==> src/hw/rtl/lfdc_pkg.sv <==
package lfdc_pkg;

    localparam int CFG_INDEX_W = 3;
    localparam int CFG_DATA_W  = 32;
    localparam int SAMPLE_W    = 10;
    localparam int DUTY_W      = 8;
    localparam int RUN_LEN_W   = 15;
    localparam int MS_W        = 32;
    localparam int IN_DATA_W   = 32;
    localparam int OUT_DATA_W  = 24;
    localparam int QUEUE_DEPTH_DEFAULT = 2;

    // Configuration register indexes
    localparam logic [CFG_INDEX_W-1:0] REG_BASE_SPEED     = 3'd0;
    localparam logic [CFG_INDEX_W-1:0] REG_TURN_SPEED     = 3'd1;
    localparam logic [CFG_INDEX_W-1:0] REG_SEARCH_SPEED   = 3'd2;
    localparam logic [CFG_INDEX_W-1:0] REG_LINE_THRESHOLD = 3'd3;
    localparam logic [CFG_INDEX_W-1:0] REG_INVERT_SENSORS = 3'd4;
    localparam logic [CFG_INDEX_W-1:0] REG_SAFETY_LIMIT   = 3'd5;

    localparam logic [DUTY_W-1:0]   RST_BASE_SPEED     = 8'd110;
    localparam logic [DUTY_W-1:0]   RST_TURN_SPEED     = 8'd90;
    localparam logic [DUTY_W-1:0]   RST_SEARCH_SPEED   = 8'd160;
    localparam logic [SAMPLE_W-1:0] RST_LINE_THRESHOLD = 10'd500;
    localparam logic [MS_W-1:0]     RST_SAFETY_LIMIT   = 32'd100000;

    // Input item kinds on tuser
    localparam logic [1:0] OP_TICK   = 2'd0;
    localparam logic [1:0] OP_SAMPLE = 2'd1;
    localparam logic [1:0] OP_BYTE   = 2'd2;

    // Command bytes
    localparam logic [7:0] CH_START_20 = 8'h31;
    localparam logic [7:0] CH_START_25 = 8'h32;
    localparam logic [7:0] CH_START_15 = 8'h33;
    localparam logic [7:0] CH_FWD      = 8'h46;
    localparam logic [7:0] CH_BACK     = 8'h42;
    localparam logic [7:0] CH_LEFT     = 8'h4C;
    localparam logic [7:0] CH_RIGHT    = 8'h52;
    localparam logic [7:0] CH_STOP     = 8'h53;

    localparam logic [RUN_LEN_W-1:0] RUN_LEN_20 = 15'd20000;
    localparam logic [RUN_LEN_W-1:0] RUN_LEN_25 = 15'd25000;
    localparam logic [RUN_LEN_W-1:0] RUN_LEN_15 = 15'd15000;

    localparam logic [1:0] DIR_OFF = 2'd0;
    localparam logic [1:0] DIR_FWD = 2'd1;
    localparam logic [1:0] DIR_REV = 2'd2;

    localparam logic [1:0] MODE_IDLE   = 2'd0;
    localparam logic [1:0] MODE_FOLLOW = 2'd1;
    localparam logic [1:0] MODE_RUN    = 2'd2;

    typedef enum logic [2:0] {
        K_NOP,
        K_TICK,
        K_SAMPLE,
        K_START,
        K_DRIVE
    } item_kind_t;

    typedef enum logic [2:0] {
        DRV_FWD,
        DRV_BACK,
        DRV_LEFT,
        DRV_RIGHT,
        DRV_STOP
    } drive_cmd_t;

    // Classified item as it waits in the queue
    typedef struct packed {
        item_kind_t             kind;
        logic [RUN_LEN_W-1:0]   run_len;
        drive_cmd_t             drv;
        logic                   left_on;
        logic                   right_on;
    } item_t;

    typedef struct packed {
        logic [DUTY_W-1:0] duty;
        logic [1:0]        dir;
    } motor_t;

    typedef struct packed {
        logic [DUTY_W-1:0] base_speed;
        logic [DUTY_W-1:0] turn_speed;
        logic [DUTY_W-1:0] search_speed;
        logic [MS_W-1:0]   safety_limit;
    } drive_cfg_t;

    // A motor given zero duty is off regardless of the requested direction.
    function automatic motor_t motor_set(input logic [DUTY_W-1:0] duty, input logic fwd);
        motor_t m;
        m.duty = duty;
        if (duty == '0)
        begin
            m.dir = DIR_OFF;
        end
        else
        begin
            m.dir = fwd ? DIR_FWD : DIR_REV;
        end
        return m;
    endfunction

endpackage

==> src/hw/rtl/lfdc_front.sv <==
module lfdc_front (
    input  logic [1:0]                       opcode,
    input  logic [lfdc_pkg::SAMPLE_W-1:0]    left_sample,
    input  logic [lfdc_pkg::SAMPLE_W-1:0]    right_sample,
    input  logic [7:0]                       cmd_byte,
    input  logic [lfdc_pkg::SAMPLE_W-1:0]    line_threshold,
    input  logic                             invert_sensors,
    output lfdc_pkg::item_t                  item
);
    import lfdc_pkg::*;

    logic left_on;
    logic right_on;

    always_comb
    begin
        if (invert_sensors)
        begin
            left_on  = left_sample > line_threshold;
            right_on = right_sample > line_threshold;
        end
        else
        begin
            left_on  = left_sample < line_threshold;
            right_on = right_sample < line_threshold;
        end
    end

    always_comb
    begin
        item.kind     = K_NOP;
        item.run_len  = RUN_LEN_20;
        item.drv      = DRV_STOP;
        item.left_on  = left_on;
        item.right_on = right_on;
        unique case (opcode)
            OP_TICK:   item.kind = K_TICK;
            OP_SAMPLE: item.kind = K_SAMPLE;
            OP_BYTE:
            begin
                unique case (cmd_byte)
                    CH_START_20: begin item.kind = K_START; item.run_len = RUN_LEN_20; end
                    CH_START_25: begin item.kind = K_START; item.run_len = RUN_LEN_25; end
                    CH_START_15: begin item.kind = K_START; item.run_len = RUN_LEN_15; end
                    CH_FWD:      begin item.kind = K_DRIVE; item.drv = DRV_FWD;   end
                    CH_BACK:     begin item.kind = K_DRIVE; item.drv = DRV_BACK;  end
                    CH_LEFT:     begin item.kind = K_DRIVE; item.drv = DRV_LEFT;  end
                    CH_RIGHT:    begin item.kind = K_DRIVE; item.drv = DRV_RIGHT; end
                    CH_STOP:     begin item.kind = K_DRIVE; item.drv = DRV_STOP;  end
                    default:     item.kind = K_NOP;
                endcase
            end
            default:   item.kind = K_NOP;
        endcase
    end

endmodule

==> src/hw/rtl/lfdc_queue.sv <==
module lfdc_queue #(
    parameter int DEPTH = lfdc_pkg::QUEUE_DEPTH_DEFAULT
) (
    input  logic             clk,
    input  logic             rst_n,
    input  logic             push,
    input  lfdc_pkg::item_t  push_item,
    output logic             full,
    input  logic             pop,
    output logic             not_empty,
    output lfdc_pkg::item_t  head_item
);
    import lfdc_pkg::*;

    localparam int PTR_W = (DEPTH > 1) ? $clog2(DEPTH) : 1;
    localparam int CNT_W = $clog2(DEPTH + 1);
    localparam logic [PTR_W-1:0] LAST_PTR = PTR_W'(DEPTH - 1);
    localparam logic [CNT_W-1:0] FULL_CNT = CNT_W'(DEPTH);

    item_t            entry_reg [DEPTH];
    logic [PTR_W-1:0] wr_ptr_reg, wr_ptr_next;
    logic [PTR_W-1:0] rd_ptr_reg, rd_ptr_next;
    logic [CNT_W-1:0] count_reg, count_next;

    assign full      = (count_reg == FULL_CNT);
    assign not_empty = (count_reg != '0);
    assign head_item = entry_reg[rd_ptr_reg];

    always_comb
    begin
        wr_ptr_next = wr_ptr_reg;
        rd_ptr_next = rd_ptr_reg;
        count_next  = count_reg;
        if (push)
        begin
            wr_ptr_next = (wr_ptr_reg == LAST_PTR) ? '0 : wr_ptr_reg + 1'b1;
        end
        if (pop)
        begin
            rd_ptr_next = (rd_ptr_reg == LAST_PTR) ? '0 : rd_ptr_reg + 1'b1;
        end
        if (push && !pop)
        begin
            count_next = count_reg + 1'b1;
        end
        else if (pop && !push)
        begin
            count_next = count_reg - 1'b1;
        end
    end

    always_ff @(posedge clk or negedge rst_n)
    begin
        if (!rst_n)
        begin
            wr_ptr_reg <= '0;
            rd_ptr_reg <= '0;
            count_reg  <= '0;
        end
        else
        begin
            wr_ptr_reg <= wr_ptr_next;
            rd_ptr_reg <= rd_ptr_next;
            count_reg  <= count_next;
        end
    end

    always_ff @(posedge clk)
    begin
        if (push)
        begin
            entry_reg[wr_ptr_reg] <= push_item;
        end
    end

endmodule

==> src/hw/rtl/lfdc_back.sv <==
module lfdc_back (
    input  logic                                clk,
    input  logic                                rst_n,
    input  lfdc_pkg::drive_cfg_t                cfg,
    input  logic                                item_valid,
    input  lfdc_pkg::item_t                     item,
    output logic                                item_pop,
    output logic                                m_tvalid,
    input  logic                                m_tready,
    output logic [lfdc_pkg::OUT_DATA_W-1:0]     m_tdata
);
    import lfdc_pkg::*;

    motor_t                left_reg, left_next;
    motor_t                right_reg, right_next;
    logic [1:0]            mode_reg, mode_next;
    logic                  halt_reg, halt_next;
    logic                  last_left_reg, last_left_next;
    logic [MS_W-1:0]       elapsed_reg, elapsed_next;
    logic [RUN_LEN_W-1:0]  run_len_reg, run_len_next;
    logic [MS_W-1:0]       since_reg, since_next;
    logic                  out_valid_reg, out_valid_next;
    logic [OUT_DATA_W-1:0] out_data_reg, out_data_next;

    logic                  ack;
    logic [DUTY_W-1:0]     search_half;

    assign item_pop    = item_valid && (!out_valid_reg || m_tready);
    assign search_half = {1'b0, cfg.search_speed[DUTY_W-1:1]};
    assign m_tvalid    = out_valid_reg;
    assign m_tdata     = out_data_reg;

    always_comb
    begin
        left_next      = left_reg;
        right_next     = right_reg;
        mode_next      = mode_reg;
        halt_next      = halt_reg;
        last_left_next = last_left_reg;
        elapsed_next   = elapsed_reg;
        run_len_next   = run_len_reg;
        since_next     = since_reg;
        out_valid_next = out_valid_reg && !m_tready;
        out_data_next  = out_data_reg;
        ack            = 1'b0;

        if (item_pop)
        begin
            unique case (item.kind)
                K_TICK:
                begin
                    if (since_reg != '1)
                    begin
                        since_next = since_reg + 1'b1;
                    end
                    if (mode_reg == MODE_RUN && elapsed_reg != '1)
                    begin
                        elapsed_next = elapsed_reg + 1'b1;
                    end
                end
                K_START:
                begin
                    ack = 1'b1;
                    if (mode_reg != MODE_RUN)
                    begin
                        mode_next    = MODE_RUN;
                        elapsed_next = '0;
                        run_len_next = item.run_len;
                    end
                end
                K_DRIVE:
                begin
                    ack       = 1'b1;
                    mode_next = MODE_FOLLOW;
                    unique case (item.drv)
                        DRV_FWD:
                        begin
                            left_next  = motor_set(cfg.base_speed, 1'b1);
                            right_next = motor_set(cfg.base_speed, 1'b1);
                        end
                        DRV_BACK:
                        begin
                            left_next  = motor_set(cfg.base_speed, 1'b0);
                            right_next = motor_set(cfg.base_speed, 1'b0);
                        end
                        DRV_LEFT:
                        begin
                            left_next  = motor_set(cfg.turn_speed, 1'b0);
                            right_next = motor_set(cfg.turn_speed, 1'b1);
                        end
                        DRV_RIGHT:
                        begin
                            left_next  = motor_set(cfg.turn_speed, 1'b1);
                            right_next = motor_set(cfg.turn_speed, 1'b0);
                        end
                        default:
                        begin
                            left_next  = motor_set('0, 1'b1);
                            right_next = motor_set('0, 1'b1);
                        end
                    endcase
                end
                default: ;
            endcase

            // The safety limit is checked after every item and trips only once.
            if (!halt_reg && since_next >= cfg.safety_limit)
            begin
                halt_next  = 1'b1;
                left_next  = motor_set('0, 1'b1);
                right_next = motor_set('0, 1'b1);
            end

            // A sample item changes neither the mode nor the run clock before this point.
            if (item.kind == K_SAMPLE && !halt_next && mode_reg == MODE_RUN)
            begin
                priority if (item.left_on && item.right_on)
                begin
                    left_next  = motor_set(cfg.base_speed, 1'b1);
                    right_next = motor_set(cfg.base_speed, 1'b1);
                end
                else if (item.left_on)
                begin
                    left_next      = motor_set(cfg.turn_speed, 1'b0);
                    right_next     = motor_set(cfg.turn_speed, 1'b1);
                    last_left_next = 1'b1;
                end
                else if (item.right_on)
                begin
                    left_next      = motor_set(cfg.turn_speed, 1'b1);
                    right_next     = motor_set(cfg.turn_speed, 1'b0);
                    last_left_next = 1'b0;
                end
                else if (last_left_reg)
                begin
                    left_next  = motor_set(search_half, 1'b1);
                    right_next = motor_set(cfg.search_speed, 1'b1);
                end
                else
                begin
                    left_next  = motor_set(cfg.search_speed, 1'b1);
                    right_next = motor_set(search_half, 1'b1);
                end
                if (elapsed_reg >= {{(MS_W-RUN_LEN_W){1'b0}}, run_len_reg})
                begin
                    left_next  = motor_set('0, 1'b1);
                    right_next = motor_set('0, 1'b1);
                    mode_next  = MODE_IDLE;
                end
            end

            out_valid_next = 1'b1;
            out_data_next  = {ack, halt_next, mode_next, right_next.dir, right_next.duty,
                              left_next.dir, left_next.duty};
        end
    end

    always_ff @(posedge clk or negedge rst_n)
    begin
        if (!rst_n)
        begin
            left_reg      <= '0;
            right_reg     <= '0;
            mode_reg      <= MODE_IDLE;
            halt_reg      <= 1'b0;
            last_left_reg <= 1'b0;
            elapsed_reg   <= '0;
            run_len_reg   <= '0;
            since_reg     <= '0;
            out_valid_reg <= 1'b0;
        end
        else
        begin
            left_reg      <= left_next;
            right_reg     <= right_next;
            mode_reg      <= mode_next;
            halt_reg      <= halt_next;
            last_left_reg <= last_left_next;
            elapsed_reg   <= elapsed_next;
            run_len_reg   <= run_len_next;
            since_reg     <= since_next;
            out_valid_reg <= out_valid_next;
        end
    end

    always_ff @(posedge clk)
    begin
        out_data_reg <= out_data_next;
    end

endmodule

==> src/hw/rtl/line_follower_drive_controller.sv <==
// Two-motor line follower drive controller. Every input item (a millisecond tick, a sensor
// sample pair or a command byte, selected by s_tuser) produces exactly one result item that
// shows the drive, mode and halt state after that item, plus an acknowledge for recognized
// command bytes. Items are classified on entry, wait in a small queue and are executed by the
// drive engine one per clock cycle while the output is not stalled, so the block then sustains
// one item per cycle; a result passes through the queue and the output register before it is
// presented. The output register lets the next item be executed while the current result is
// being taken. Configuration registers are written through cfg_we, cfg_index and cfg_data
// while the block is idle; the user must ensure this, as the block does not enforce it. They
// take effect for the next accepted item.
module line_follower_drive_controller #(
    parameter int QUEUE_DEPTH = lfdc_pkg::QUEUE_DEPTH_DEFAULT
) (
    input  logic                               clk,
    input  logic                               rst_n,
    input  logic                               cfg_we,
    input  logic [lfdc_pkg::CFG_INDEX_W-1:0]   cfg_index,
    input  logic [lfdc_pkg::CFG_DATA_W-1:0]    cfg_data,
    input  logic                               s_tvalid,
    output logic                               s_tready,
    // s_tdata: left_sample[9:0], right_sample[19:10], cmd_byte[27:20], zero fill[31:28]
    input  logic [lfdc_pkg::IN_DATA_W-1:0]     s_tdata,
    // s_tuser: opcode[1:0]
    input  logic [1:0]                         s_tuser,
    output logic                               m_tvalid,
    input  logic                               m_tready,
    // m_tdata: left_duty[7:0], left_dir[9:8], right_duty[17:10], right_dir[19:18],
    //          mode[21:20], halted[22], ack[23]
    output logic [lfdc_pkg::OUT_DATA_W-1:0]    m_tdata
);
    import lfdc_pkg::*;

    logic [DUTY_W-1:0]   base_speed_reg;
    logic [DUTY_W-1:0]   turn_speed_reg;
    logic [DUTY_W-1:0]   search_speed_reg;
    logic [SAMPLE_W-1:0] line_threshold_reg;
    logic                invert_sensors_reg;
    logic [MS_W-1:0]     safety_limit_reg;

    item_t      in_item;
    item_t      head_item;
    logic       queue_full;
    logic       queue_not_empty;
    logic       queue_pop;
    logic       push;
    drive_cfg_t drive_cfg;

    always_ff @(posedge clk or negedge rst_n)
    begin
        if (!rst_n)
        begin
            base_speed_reg     <= RST_BASE_SPEED;
            turn_speed_reg     <= RST_TURN_SPEED;
            search_speed_reg   <= RST_SEARCH_SPEED;
            line_threshold_reg <= RST_LINE_THRESHOLD;
            invert_sensors_reg <= 1'b0;
            safety_limit_reg   <= RST_SAFETY_LIMIT;
        end
        else if (cfg_we)
        begin
            unique case (cfg_index)
                REG_BASE_SPEED:     base_speed_reg     <= cfg_data[DUTY_W-1:0];
                REG_TURN_SPEED:     turn_speed_reg     <= cfg_data[DUTY_W-1:0];
                REG_SEARCH_SPEED:   search_speed_reg   <= cfg_data[DUTY_W-1:0];
                REG_LINE_THRESHOLD: line_threshold_reg <= cfg_data[SAMPLE_W-1:0];
                REG_INVERT_SENSORS: invert_sensors_reg <= cfg_data[0];
                REG_SAFETY_LIMIT:   safety_limit_reg   <= cfg_data[MS_W-1:0];
                default: ;
            endcase
        end
    end

    assign drive_cfg.base_speed   = base_speed_reg;
    assign drive_cfg.turn_speed   = turn_speed_reg;
    assign drive_cfg.search_speed = search_speed_reg;
    assign drive_cfg.safety_limit = safety_limit_reg;

    assign s_tready = !queue_full;
    assign push     = s_tvalid && !queue_full;

    lfdc_front u_front (
        .opcode         (s_tuser),
        .left_sample    (s_tdata[9:0]),
        .right_sample   (s_tdata[19:10]),
        .cmd_byte       (s_tdata[27:20]),
        .line_threshold (line_threshold_reg),
        .invert_sensors (invert_sensors_reg),
        .item           (in_item)
    );

    lfdc_queue #(
        .DEPTH (QUEUE_DEPTH)
    ) u_queue (
        .clk       (clk),
        .rst_n     (rst_n),
        .push      (push),
        .push_item (in_item),
        .full      (queue_full),
        .pop       (queue_pop),
        .not_empty (queue_not_empty),
        .head_item (head_item)
    );

    lfdc_back u_back (
        .clk        (clk),
        .rst_n      (rst_n),
        .cfg        (drive_cfg),
        .item_valid (queue_not_empty),
        .item       (head_item),
        .item_pop   (queue_pop),
        .m_tvalid   (m_tvalid),
        .m_tready   (m_tready),
        .m_tdata    (m_tdata)
    );

endmodule
==> config.mk <==
export PLATFORM = sky130hd
export DESIGN_NAME = line_follower_drive_controller
export DESIGN_NICKNAME = d
export VERILOG_FILES = /design/src/hw/rtl/lfdc_pkg.sv /design/src/hw/rtl/lfdc_front.sv /design/src/hw/rtl/lfdc_queue.sv /design/src/hw/rtl/lfdc_back.sv /design/src/hw/rtl/line_follower_drive_controller.sv
export SDC_FILE = /design/constraint.sdc
export NUM_CORES = 1
export LEC_CHECK = 0
export ABC_AREA = 1
export BUFFER_PORTS_ARGS = -buffer_cell sky130_fd_sc_hd__buf_2
export CORE_MARGIN = 2
export CORE_UTILIZATION = 63
export DETAILED_ROUTE_END_ITERATION = 8
export GPL_TIMING_DRIVEN = 0
export PLACE_DENSITY_LB_ADDON = 0.15
export REMOVE_ABC_BUFFERS = 1
export SLEW_MARGIN = 20
export SYNTH_ARGS = -nofsm -noshare
export SYNTH_HDL_FRONTEND = slang
export SYNTH_SLANG_ARGS = --single-unit
==> constraint.sdc <==
create_clock -name clk -period 5.5 [get_ports clk]
set_clock_uncertainty 0.1 [all_clocks]
set_input_delay 0.275 -clock clk [delete_from_list [all_inputs] [get_ports clk]]
set_output_delay 0.275 -clock clk [all_outputs]
set_load 0.01 [all_outputs]
### After elaboration in Yosys (flattened, before gate mapping)

Memory sizes are Yosys's and may differ from the RTL's.
Index checks and enable logic that the tools add are counted.

| operators by class | value |
|---|---|
| magnitude comparators | 6 |
| equal/unequal tests | 29 |
| reductions and logical operators | 41 |
| muxes and demuxes | 53 |
| add/subtract/negate cells | 6 |
| bitwise logic cells | 1 |

Operator list:

| kind | count |
|---|---|
| two-way mux 10 bit | 16 |
| two-way mux 32 bit | 5 |
| case mux 10 bit (4 select lines) | 2 |
| adder 32 x 1 -> 32 bit (second input constant) | 2 |
| != test 32 bit (second input constant) | 2 |
| case mux 32 bit (2 select lines) | 1 |
| == test 8 x 7 -> 1 bit (second input constant) | 5 |
| greater-or-equal comparator 32 x 15 -> 1 bit | 1 |
| greater-or-equal comparator 32 bit | 1 |
| logical NOT 8 bit | 4 |
| case mux 15 bit (2 select lines) | 1 |
| == test 8 x 6 -> 1 bit (second input constant) | 3 |
| > comparator 10 bit | 2 |
| less-than comparator 10 bit | 2 |
| == test 3 x 2 -> 1 bit (second input constant) | 6 |
| two-way mux 18 bit | 1 |
| two-way mux 1 bit | 16 |
| two-way mux 2 bit | 7 |
| case mux 3 bit (4 select lines) | 1 |
| AND reduction 2 bit | 6 |
| logical AND 1 bit | 10 |
| == test 3 x 1 -> 1 bit (second input constant) | 3 |
| == test 3 bit (second input constant) | 3 |
| case mux 3 bit (3 select lines) | 1 |
| other kinds (20) | 35 |

| storage, ports and cells | value |
|---|---|
| register bits after elaboration | 199 |
| output and inout port bits | 26 |
| bits in writable memories | 46 |
| memories | 1 |

Memory list:

| name | depth | width | rd ports | clocked after memory_dff | wr ports | line | text |
|---|---|---|---|---|---|---|---|
| u_queue.entry_reg | 2 | 23 | 1 | 0 | 1 | lfdc_queue.sv:20 | `item_t entry_reg [DEPTH];` |

### Depth between registers and ports, before layout

Gate-level depths: netlist of the first run.

| logic depth | value |
|---|---|
| depth after elaboration | 12 |
| gate-level depth with buffers | 30 |

### By module

From an unflattened synthesis of the first run, not the netlist that was laid out.

| second synthesis, totals | value |
|---|---|
| cells, all modules | 1985 |
| area total of the unflattened synthesis | 15212.1 um2 |

By module, submodules not included:

| module | cells each | area each (um2) | times used | sequential area each (um2) |
|---|---|---|---|---|
| lfdc_back | 1434 | 9623.0 | 1 | 3323.2 |
| line_follower_drive_controller | 302 | 2738.9 | 1 | 1705.4 |
| lfdc_queue | 97 | 1969.4 | 1 | 1481.4 |
| lfdc_front | 152 | 880.8 | 1 | 0.0 |

### Worst setup path after synthesis of the first run

No wires, ideal clock.

| timing | value |
|---|---|
| path type | register to register |
| from | register u_back.since_reg[0] |
| to | register u_back.out_data_reg[0] (netlist: u_back.m_tdata[0]) (data pin) |
| path slack | 2.054 ns |
| data arrival time | 3.091 ns |
| library setup time | 0.255 ns |
| required time | 5.145 ns |
| period minus slack after synthesis | 3.446 ns |
| path buffers | 1 |
| stages on the path, launching flop included | 24 |
| cells stage by stage | dfrtp_1 > ha_1 > nand3_1 > inv_1 > nand3_1 > nor3_2 > nand2_1 > nand2_2 > nor2_1 > or2_1 > nand2_1 > inv_1 > ha_1 > a21o_1 > nor2_1 > nand2_1 > nand2_1 > nand2_1 > nand2_1 > nand3_1 > nor2_2 > buf_2 > nand2_1 > and2_1 |

| on the way | value |
|---|---|
| word-level cells in the longest chain between the ends | 12 |

Ends and longest elaborated chain:

| element | line | text |
|---|---|---|
| from (decl) | lfdc_back.sv:21 | `logic [MS_W-1:0] since_reg, since_next;` |
| from (signal assigned) | lfdc_back.sv:181 | `since_reg <= since_next;` |
| adder 32 x 1 -> 32 bit or != test 32 bit (tied branches) | lfdc_back.sv:54, lfdc_back.sv:52 |  |
| two-way mux 32 bit | lfdc_back.sv:52 | `if (since_reg != '1)` |
| two-way mux 32 bit (*) | lfdc_back.sv:49 | `unique case (item.kind)` |
| two-way mux 32 bit (*) | lfdc_back.sv:47 | `if (item_pop)` |
| greater-or-equal comparator 32 bit (*) | lfdc_back.sv:107 | `if (!halt_reg && since_next >= cfg.safety_limit)` |
| logical AND 1 bit (*) | lfdc_back.sv:107 |  |
| two-way mux 1 bit | lfdc_back.sv:107 |  |
| two-way mux 1 bit | lfdc_back.sv:47 |  |
| logical NOT 1 bit | lfdc_back.sv:115 | `if (item.kind == K_SAMPLE && !halt_next && mode_reg == MODE_RUN)` |
| logical AND 1 bit (2 in series) | lfdc_back.sv:115 |  |
| two-way mux 10 bit (*) | lfdc_back.sv:115 |  |
| to (signal assigned) | lfdc_back.sv:188 | `out_data_reg <= out_data_next;` |
| to (decl) | lfdc_back.sv:23 | `logic [OUT_DATA_W-1:0] out_data_reg, out_data_next;` |

Every way passes the cells marked *; elsewhere a longest branch is shown, timed or not. The select of a mux whose other input is x is not followed.
A chain may end at the register's enable or synchronous reset.

### Final worst setup path of the first run

| timing | value |
|---|---|
| from | register u_queue.rd_ptr_reg |
| to | register u_back.out_data_reg[0] (netlist: u_back.m_tdata[0]) (data pin) |

| on the way | value |
|---|---|
| word-level cells in the longest chain between the ends | 12 |

Ends and longest elaborated chain:

| element | line | text |
|---|---|---|
| from (decl) | lfdc_queue.sv:22 | `logic [PTR_W-1:0] rd_ptr_reg, rd_ptr_next;` |
| from (signal assigned) | lfdc_queue.sv:63 | `rd_ptr_reg <= rd_ptr_next;` |
| memory (2 x 23 bit) (*) | -- |  |
| == test 3 x 1 -> 1 bit | lfdc_back.sv:49 |  |
| two-way mux 32 bit | lfdc_back.sv:49 |  |
| two-way mux 32 bit | lfdc_back.sv:47 |  |
| greater-or-equal comparator 32 bit | lfdc_back.sv:107 |  |
| logical AND 1 bit | lfdc_back.sv:107 |  |
| two-way mux 1 bit | lfdc_back.sv:107 |  |
| two-way mux 1 bit | lfdc_back.sv:47 |  |
| logical NOT 1 bit | lfdc_back.sv:115 |  |
| logical AND 1 bit (2 in series) | lfdc_back.sv:115 |  |
| two-way mux 10 bit (*) | lfdc_back.sv:115 |  |

Marks and branches as above.

==> run summary, run 1 <==
The run gives 0 as the number of nets with antenna violations after detailed routing. Entering global routing, the biggest net connects 85 pins. The die is 150 µm tall. The run gives 0 as the total congestion overflow after global routing. The type of the worst setup path was reg2reg. The worst setup path is launched from a register. Across every metal layer, demand over resource in global routing totals 30.3%. The final hold violation count was 0.

The full die area came out at 22400 µm². Nature of the critical path endpoint: a register. For this run, the top clock speed supported by timing is 0.199 GHz. Dividing the detail-routed wire length by the instance count gives 15.5 µm. Fill cells in the final layout number 1611. The first global-routing pass estimated 55300 µm of wire. The logs give 14100 µm² for the instance area after placement and 1791 for the count of mapped cells out of synthesis. The number of slew-limit violations in the final report was 0; the net switching fraction of the power was 41.2%.

The kind of cell adding the most delay to the critical path was simple AND/OR/NAND/NOR gates. The share of post-route cells with drive strength above 1 was 10.1%; the clock latency of the later-clocked register in the worst-skew pair was 0.53 ns. The routed layout has 12.1k vias.

Setup repair after global routing left no endpoint under its margin. The final total negative setup slack came out at 0 ns. The tree is rooted in a clkbuf_16. The share of total power in the clock network was 23.0%; the worst hold path stage count was 3. The final cycle utilization of the critical path works out to 91.4%. Power spread over the standard cell area amounts to 470 nW/µm². Summing every instance area after synthesis gives 13400 µm². The tools report the number of different library cells in the post-synthesis netlist as 44. For this design, the sink count on the clock tree is 218. Internal power comes to 4.22 mW. For hold timing, the worst endpoint is safety_limit_reg[2]. Beginning of the worst hold path: cfg_data[2].

The required time of the worst setup path was 5.69 ns; the combinational share of power was 41.4%. After clock tree synthesis, the clock-pin slew on the worst setup and hold paths is 0.06 ns. For the max-cap check violation count, the log shows 0. In the routed design, unresolved DRC markers number 0. Across the VDD grid, the largest voltage drop is 0.342 mV.

The run finished with clean final reports. The tools report the initial antenna violation count as 1. Counting both buffers and inverters, the worst setup path holds a total of 3. 100 I/O pins were placed.

Via count of the first global-routing pass: 11.4k. TritonCTS built the clock tree. After the last flow step, the layout net total stands at 2037. The time the worst path needs with I/O delays and setup is 5.03 ns, and the number of placement rows is 53.

The largest individual stage delay along the critical path comes from the cell dfrtp_2. After the first detailed-routing iteration, the DRC count stood at 895. The tools report the origin of the critical flop-to-flop path as u_queue.rd_ptr_reg. Setup violations remaining at the end of the flow were counted as 0. The fraction of the yosys area taken by sequential cells came out at 42.9%. During synthesis, Yosys emitted a total of 0 warnings. The setup check on the worst reg-to-reg path leaves a slack of 0.47 ns.

The count of port buffers added during placement came out at 95. The first TritonRoute pass finished after 6 iterations. The area added between synthesis and finish is 14.0%, and the wire length reported by the detailed router is 33900 µm. The class of the worst hold path is in2reg. The die is 150 µm wide. In the routed layout, each cell is associated on average with a via count of 5.54.

Walking the worst path, the cells encountered are inv_2 > nand2_1 > nand2_1 > nor2_2 > nand2_2 > clkinv_2 > nand2_2 > inv_2 > nand2_1 > xnor2_1 > ha_1 > a21oi_1 > o21a_1 > nand2_1 > a21oi_2 > nand3_1 > nor2_4 > nand2_1 > and2_1. The detailed placement HPWL is 23500 µm, and the final estimated routing congestion in global placement is 0.944. For the relative max-transition margin, the log shows 39.9%. The count of antenna diodes in the layout came out at 0. The destination of the worst register-to-register timing path is u_back.m_tdata[0].

Summed over all nets, the switching power comes to 2.95 mW. The register share of total power came out at 35.6%. A synthesized cell averages 7.47 µm². The worst register-to-register path has a depth of 19. The slew at the pin closest to its max-slew limit is 0.894 ns, and the maximum number of buffers from clock root to sink is 3.

The tools report the maximum level of the CTS H-tree as 1. The finished cells cover 15300 µm². The cell that appears most often on the critical path is nand2_1. The number of CTS-inserted buffers is 25. The analysis attributes to cell leakage a power of 7.44 nW. After floorplanning, the core was sized to cover 21000 µm².

In this run the worst path has a maximum fanout of 43. Synthesis inferred 218 register bits. The tools report the arrival time at the worst endpoint as 5.22 ns. The delay of the slowest cell on the worst path is 0.55 ns. Once the floorplan was initialized, standard cells occupied 63.8% of the core.
-- worst register-to-register path, stage by stage (launching register included) --
cell and delay (ns):
dfrtp_2 0.55, inv_2 0.21, nand2_1 0.13, nand2_1 0.09
nor2_2 0.18, nand2_2 0.13, clkinv_2 0.40, nand2_2 0.18
inv_2 0.18, nand2_1 0.09, xnor2_1 0.32, ha_1 0.32
a21oi_1 0.15, o21a_1 0.13, nand2_1 0.08, a21oi_2 0.41
nand3_1 0.39, nor2_4 0.41, nand2_1 0.16, and2_1 0.18
-- per-stage QoR --
step / hold slack [ns] / cells / utilization (%) / setup WS [ns] / power, mW
3_5_place_dp: 0.205 / 2109 / 67.2 / -0.138 / 5.43
3_3_place_gp: 0.361 / 2105 / 66.6 / -7.49 / 5.27
5_1_grt: 0.0249 / 2189 / 72.8 / 0.106 / 7.73
6_report: 0.00452 / 2189 / 72.8 / 0.474 / 7.17
2_1_floorplan: -0.121 / 1735 / - / -2.37 / 4.56
4_1_cts: 0.0000611 / 2188 / 72.7 / 0.0838 / 7.14
-- how the worst max path moves through the flow --
stage | slack [ns] | depth (start not counted) | startpoint | endpoint
4_1_cts | 0.08 | 21 | u_queue.rd_ptr_reg | u_back.m_tdata[16]
2_1_floorplan | -2.37 | 7 | u_queue.count_reg[0] | u_back.elapsed_reg[18]
3_3_place_gp | -7.49 | 7 | u_queue.count_reg[0] | u_back.elapsed_reg[28]
3_5_place_dp | -0.14 | 19 | u_queue.rd_ptr_reg | u_back.m_tdata[17]
5_1_grt | 0.11 | 19 | u_queue.rd_ptr_reg | u_back.m_tdata[17]
6_report | 0.47 | 19 | u_queue.rd_ptr_reg | u_back.m_tdata[0]
-- cells in the final DEF, fill, tap and decap left out, types with 23 or more instances in the layout --
cell type	count
a21oi_1	84
buf_2	94
clkbuf_16	25
dfrtp_1	142
dfstp_2	23
dlygate4sd3_1	32
edfxtp_1	52
ha_1	68
inv_1	227
nand2_1	501
nand3_1	99
nand4_1	31
nor2_1	172
nor3_1	34
o21ai_0	107
xor2_1	37
-- synthesized netlist by cell type, drive strengths merged --
library cell	count	area share (%)
nand3	101	3.8
dfstp	23	4.5
a21o	5	0.28
edfxtp	52	12
nand3b	9	0.51
nor2	176	5.0
a21oi	85	3.2
o21a	2	0.11
and3	2	0.094
nand4	30	1.4
xnor2	13	0.85
and2	21	0.98
o211ai	2	0.11
a21boi	3	0.17
o41ai	2	0.13
nor3b	3	0.17
inv	237	6.7
o31ai	3	0.17
o22ai	8	0.37
mux2i	2	0.15
nor4	15	0.70
o21ai	133	5.1
or2	7	0.33
clkbuf	37	1.0
buf	19	0.81
a211oi	1	0.056
o221ai	1	0.065
xor2	37	2.4
nand2	507	14
dfrtp	143	27
clkinv	1	0.028
a31oi	7	0.33
ha	68	6.4
nor3	36	1.4
-- power groups by stage --
stage	combinational (mW)	sequential, mW	clock, mW
after floorplan	2.04	2.53	0
after global placement	2.72	2.55	0
after detailed placement	2.87	2.56	0
after CTS	2.93	2.54	1.67
after global routing	3.39	2.60	1.74
final	2.97	2.55	1.65
-- timing repair --
action,CTS,global route
pin swaps,1,1
hold buffers,32,0
setup endpoints to repair,42,43
buffers inserted,0,0
gates cloned,1,1
endpoints found under the hold margin,95,0
resized for setup,2,5
-- area by class of cell --
cell class,instances,area [µm²],share of cell area [%]
multi-input combinational,1281,6550,42.9
sequential,218,5750,37.7
timing repair buffer,131,908,5.96
inverter,238,897,5.88
clock buffer,30,644,4.22
tap,275,344,2.26
clock inverter,16,165,1.08
-- logic make-up (layout without fill, tap and decap cells) --
group                    Yosys count  count (layout)  synth area share [%]
flip-flops                       218             218                  42.9
AO/OA/AOI/OAI                    252             252                  10.0
AND/OR/NAND/NOR                  907             909                  28.7
buffers and inverters            294             415                  8.53
XOR/XNOR                          50              50                  3.27
multiplexers                       2               2                 0.150
adder cells (fa/ha/maj)           68              68                  6.36
-- per-layer routing --
layer | GRT usage (%) | vias to the layer above | routed length, µm
met5 | 0 | - | 0
met4 | 6.98 | 0 | 725
met3 | 4.79 | 63 | 2060
met2 | 51.9 | 392 | 16200
met1 | 40.8 | 5652 | 14900
li1 | - | 6027 | -
Power figures use the tool's default switching activity.
==> run 2, diff against run 1 <==
--- a/config.mk
+++ b/config.mk
@@ -5,7 +5,7 @@
 export SDC_FILE = /design/constraint.sdc
 export NUM_CORES = 1
 export LEC_CHECK = 0
-export ABC_AREA = 1
+export ABC_AREA = 0
 export BUFFER_PORTS_ARGS = -buffer_cell sky130_fd_sc_hd__buf_2
 export CORE_MARGIN = 2
 export CORE_UTILIZATION = 63
==> run 2 against run 1 <==
Final area decreased by 6.7%; combinational power decreased by 46%; flip-flop and latch count unchanged; sequential share of layout area increased by 2.7 points; largest cell class unchanged; count of clock-buffer cells in the layout unchanged; routed wire length decreased by 22%; sequential power decreased by 7%; power decreased by 20%; setup slack got worse by 0.11 ns.
==> run summary, run 2 <==
The fraction of synthesis flops using an asynchronous set or reset pin is 76.1% (unchanged), and the post-place setup slack is -1.02 ns (was -0.138 ns). For the synthesis warning total, the log shows 0 (unchanged). The logs give 18300 µm (was 23500 µm) for the detailed placement HPWL and 43700 µm (was 55300 µm) for the wire length of the first global-routing pass. The number of synthesized flops with an enable pin came out at 52 (unchanged).

The share of post-route cells with drive strength above 1 is 21.4% (was 10.1%). The final cycle utilization of the critical path is 93.3% (was 91.4%). Area contributors post-synth: dfrtp_1 30%, edfxtp_1 13%, ha_1 7.0% (was dfrtp_1 27%, nand2_1 14%, edfxtp_1 12%). The power density over the cells is 403 nW/µm² (was 470 nW/µm²), and the number of different library cells in the post-synthesis netlist is 74 (was 44). The required time of the worst setup path is 5.80 ns (was 5.69 ns). Most used cells in the layout excluding fill and tap cells: 142 x dfrtp_1, 113 x nor2_1, 95 x nand2_1, 95 x buf_2, 70 x inv_1 (was 501 x nand2_1, 227 x inv_1, 172 x nor2_1, 142 x dfrtp_1, 107 x o21ai_0).

The mean number of vias per cell came out at 5.95 (was 5.54). The initial antenna violation count is 0 (was 1). Dominant cell type by area after synthesis: dfrtp_1 (unchanged). The class of the worst hold path is in2reg (unchanged).

The length of the first detailed-routing pass in iterations was 5 (was 6). The logs give 0 (unchanged) for the final routed DRC violation total and 0 (unchanged) for the setup violation total in the final timing report. For the number of placement rows, the log shows 50 (was 53). For the number of slew-limit violations in the final report, the log shows 0 (unchanged). The clock transition at the registers of the reported paths works out to 0.07 ns (was 0.06 ns).

The run gives 24 (was 25) as the number of CTS-inserted buffers. The area of the core region came out at 18800 µm² (was 21000 µm²). Cell with the most instances after synthesis: dfrtp_1 (was nand2_1). The number of sinks driven by the clock tree was 218 (unchanged). The most frequent standard cell in the layout excluding fill and tap cells was dfrtp_1 (was nand2_1). The effective utilization at floorplan was 64.6% (was 63.8%); the minimum setup slack in the final design was 0.368 ns (was 0.474 ns). The logs give 6.38 nW (was 7.44 nW) for the cell leakage power and 12100 µm² (was 13400 µm²) for the netlist area before placement.

The dominant synthesized flop cell was dfrtp_1 (unchanged). The logs give 0 ns (unchanged) for the final total negative setup slack and 0.907 (was 0.944) for the final estimated routing congestion in global placement. The highest clock rate was 0.195 GHz (was 0.199 GHz); the clock latency of the later-clocked register in the worst-skew pair was 0.52 ns (was 0.53 ns). Wire length reported by the detailed router: 26500 µm (was 33900 µm). Most used standard cells in the synthesized netlist: 143 x dfrtp_1, 114 x nor2_1, 95 x nand2_1, 71 x inv_1, 69 x mux2_2 (was 503 x nand2_1, 228 x inv_1, 174 x nor2_1, 143 x dfrtp_1, 108 x o21ai_0). The full die area was 20400 µm² (was 22400 µm²); the number of nets with antenna violations after detailed routing was 0 (unchanged). The count of port buffers added during placement works out to 95 (unchanged).

The arrival time at the worst endpoint was 5.43 ns (was 5.22 ns). The flow ran to the end, and the final reports show no timing, DRC or antenna violations. The slew at the pin closest to its max-slew limit is 1.01 ns (was 0.894 ns), and the combined global-route utilization of all metal layers is 26.5% (was 30.3%). The time the worst path needs with I/O delays and setup came out at 5.13 ns (was 5.03 ns).

The fraction of the yosys area taken by sequential cells is 47.4% (was 42.9%), and the final hold violation count is 0 (unchanged). Setup repair after global routing left no endpoint under its margin. The largest net degree at the start of global routing was 101 (was 85); the count of mapped cells out of synthesis was 1174 (was 1791). The run gives 662 (was 895) as the DRC marker count from the first detailed-route iteration. The mean post-synth cell area came out at 10.3 µm² (was 7.47 µm²).

The nature of the critical path endpoint is a register (unchanged). The maximum number of buffers from clock root to sink was 3 (unchanged); the register bit count reported by yosys was 218 (unchanged). The layout filler cell count came out at 1311 (was 1611). The tools report the sort of element at the start of the critical path as a register (unchanged). The area share of the largest cell type after synthesis is 29.5% (was 26.8%), and the highest ir drop seen on vdd is 0.292 mV (was 0.342 mV). TritonCTS built the clock tree. The total congestion overflow after global routing is 0 (unchanged). The area added between synthesis and finish is 17.4% (was 14.0%), and the count of antenna diodes in the layout is 0 (unchanged).

The final routed wire length divided by cell count came out at 17.1 µm (was 15.5 µm). The relative max-transition margin came out at 33.0% (was 39.9%). The logs give 0 (unchanged) for the max-cap check violation count and 9240 (was 12.1k) for the detailed-route via count. The tools report the maximum level of the CTS H-tree as 1 (unchanged). The vertical die dimension was 143 µm (was 150 µm).

The type of the worst setup path was reg2reg (unchanged). The run gives 1444 (was 2037) as the final net count. The maximum fanout along the worst path was 6 (was 43).

Cell chosen for the clock root: clkbuf_16 (unchanged). The die span in x is 143 µm (was 150 µm). The via count of the first global-routing pass was 8983 (was 11.4k). For the count of pins on the block boundary, the log shows 100 (unchanged).
run 2: cell count changes after synthesis, moves of 17 or more:
cell / change
nand2b_1: +21
a21oi_1: -37
and2_1: -17
xnor2_1: +32
mux2_2: +69
inv_1: -157
o21ai_0: -66
nor2_1: -60
o21ai_1: -20
nand3_1: -53
nand2_1: -408
run 2: cell type report:
| cell class | count | area, µm² | area share (%) |
|---|---|---|---|
| flip-flops and latches | 218 | 5750 | 40.4 |
| clock buffers | 30 | 674 | 4.74 |
| repair buffers | 147 | 1040 | 7.32 |
| clock inverters | 14 | 208 | 1.46 |
| multi-input cells | 840 | 6000 | 42.1 |
| inverters | 71 | 267 | 1.87 |
| well taps | 234 | 293 | 2.06 |
run 2: cell families (layout without fill, tap and decap cells):
group | count (synthesis) | after routing | share of synthesized area, %
simple gates | 412 | 412 | 17.0
flops | 218 | 218 | 47.4
compound gates | 186 | 186 | 10.7
buf+inv | 116 | 262 | 3.75
xor+xnor | 94 | 94 | 6.80
mux | 80 | 80 | 7.32
fa+ha+maj | 68 | 68 | 7.02
run 2: metrics by stage:
step,instances,util (%),power [mW],hold WS [ns],instance area [µm²]
after floorplan,1129,-,3.37,-0.121,11900
final,1554,75.8,5.73,0.0124,14200
after global routing,1554,75.8,6.04,0.0106,14200
after CTS,1551,75.6,5.74,0.00266,14200
after global placement,1458,67.6,3.80,0.358,12700
after detailed placement,1467,68.7,3.93,0.179,12900
run 2: report_power, final:
group	switching [mW]	leakage [nW]	total, mW	internal [mW]
logic	0.901	3.39	1.59	0.688
clock network	0.662	0.421	1.77	1.11
registers	0.250	2.57	2.37	2.12
total	1.81	6.38	5.73	3.91
run 2: final timing paths:
check | startpoint | endpoint | slack, ns | depth (start not counted)
worst max-delay path | u_back.since_reg[4] | u_back.right_reg[1] | 0.37 | 17
min in group asynchronous | rst_n | u_back.elapsed_reg[6] | 0.22 | 2
max in group asynchronous | rst_n | safety_limit_reg[9] | 4.18 | 3
worst min register to register | u_back.left_reg[4] | u_back.left_reg[4] | 0.39 | 1
worst min-delay path | cfg_data[6] | turn_speed_reg[6] | 0.01 | 2
worst max register to register | u_back.since_reg[4] | u_back.right_reg[1] | 0.37 | 17
run 2: routing by layer:
layer | GRT usage (%) | part of all wire, % | vias to the layer above
met5 | 0 | 0 | -
met4 | 5.89 | 2.0 | 0
met3 | 3.15 | 5.4 | 46
met2 | 44.3 | 48 | 280
met1 | 37.4 | 44 | 4498
li1 | - | - | 4416
run 2: timing repair:
| item | CTS | global route |
|---|---|---|
| endpoints found under the hold margin | 126 | 0 |
| gates resized for setup | 6 | 4 |
| pin swaps | 2 | 2 |
| endpoints found under the setup margin | 45 | 40 |
| hold buffers | 35 | 0 |
| buffers inserted | 5 | 3 |
run 2: worst max-delay path: stages (launching register included):
cell and delay [ns]:
dfrtp_1 0.47, and4_1 0.30, nand3_1 0.13, or3_1 0.48, or3b_1 0.54, nor2_2 0.25
nand3_1 0.12, xnor2_1 0.16, ha_1 0.28, nand4_1 0.18, nor4_2 0.43, nand4_1 0.25
a31oi_4 0.35, nor4_4 0.12, buf_4 0.19, nor2b_1 0.14, a22o_1 0.27, mux2_2 0.28
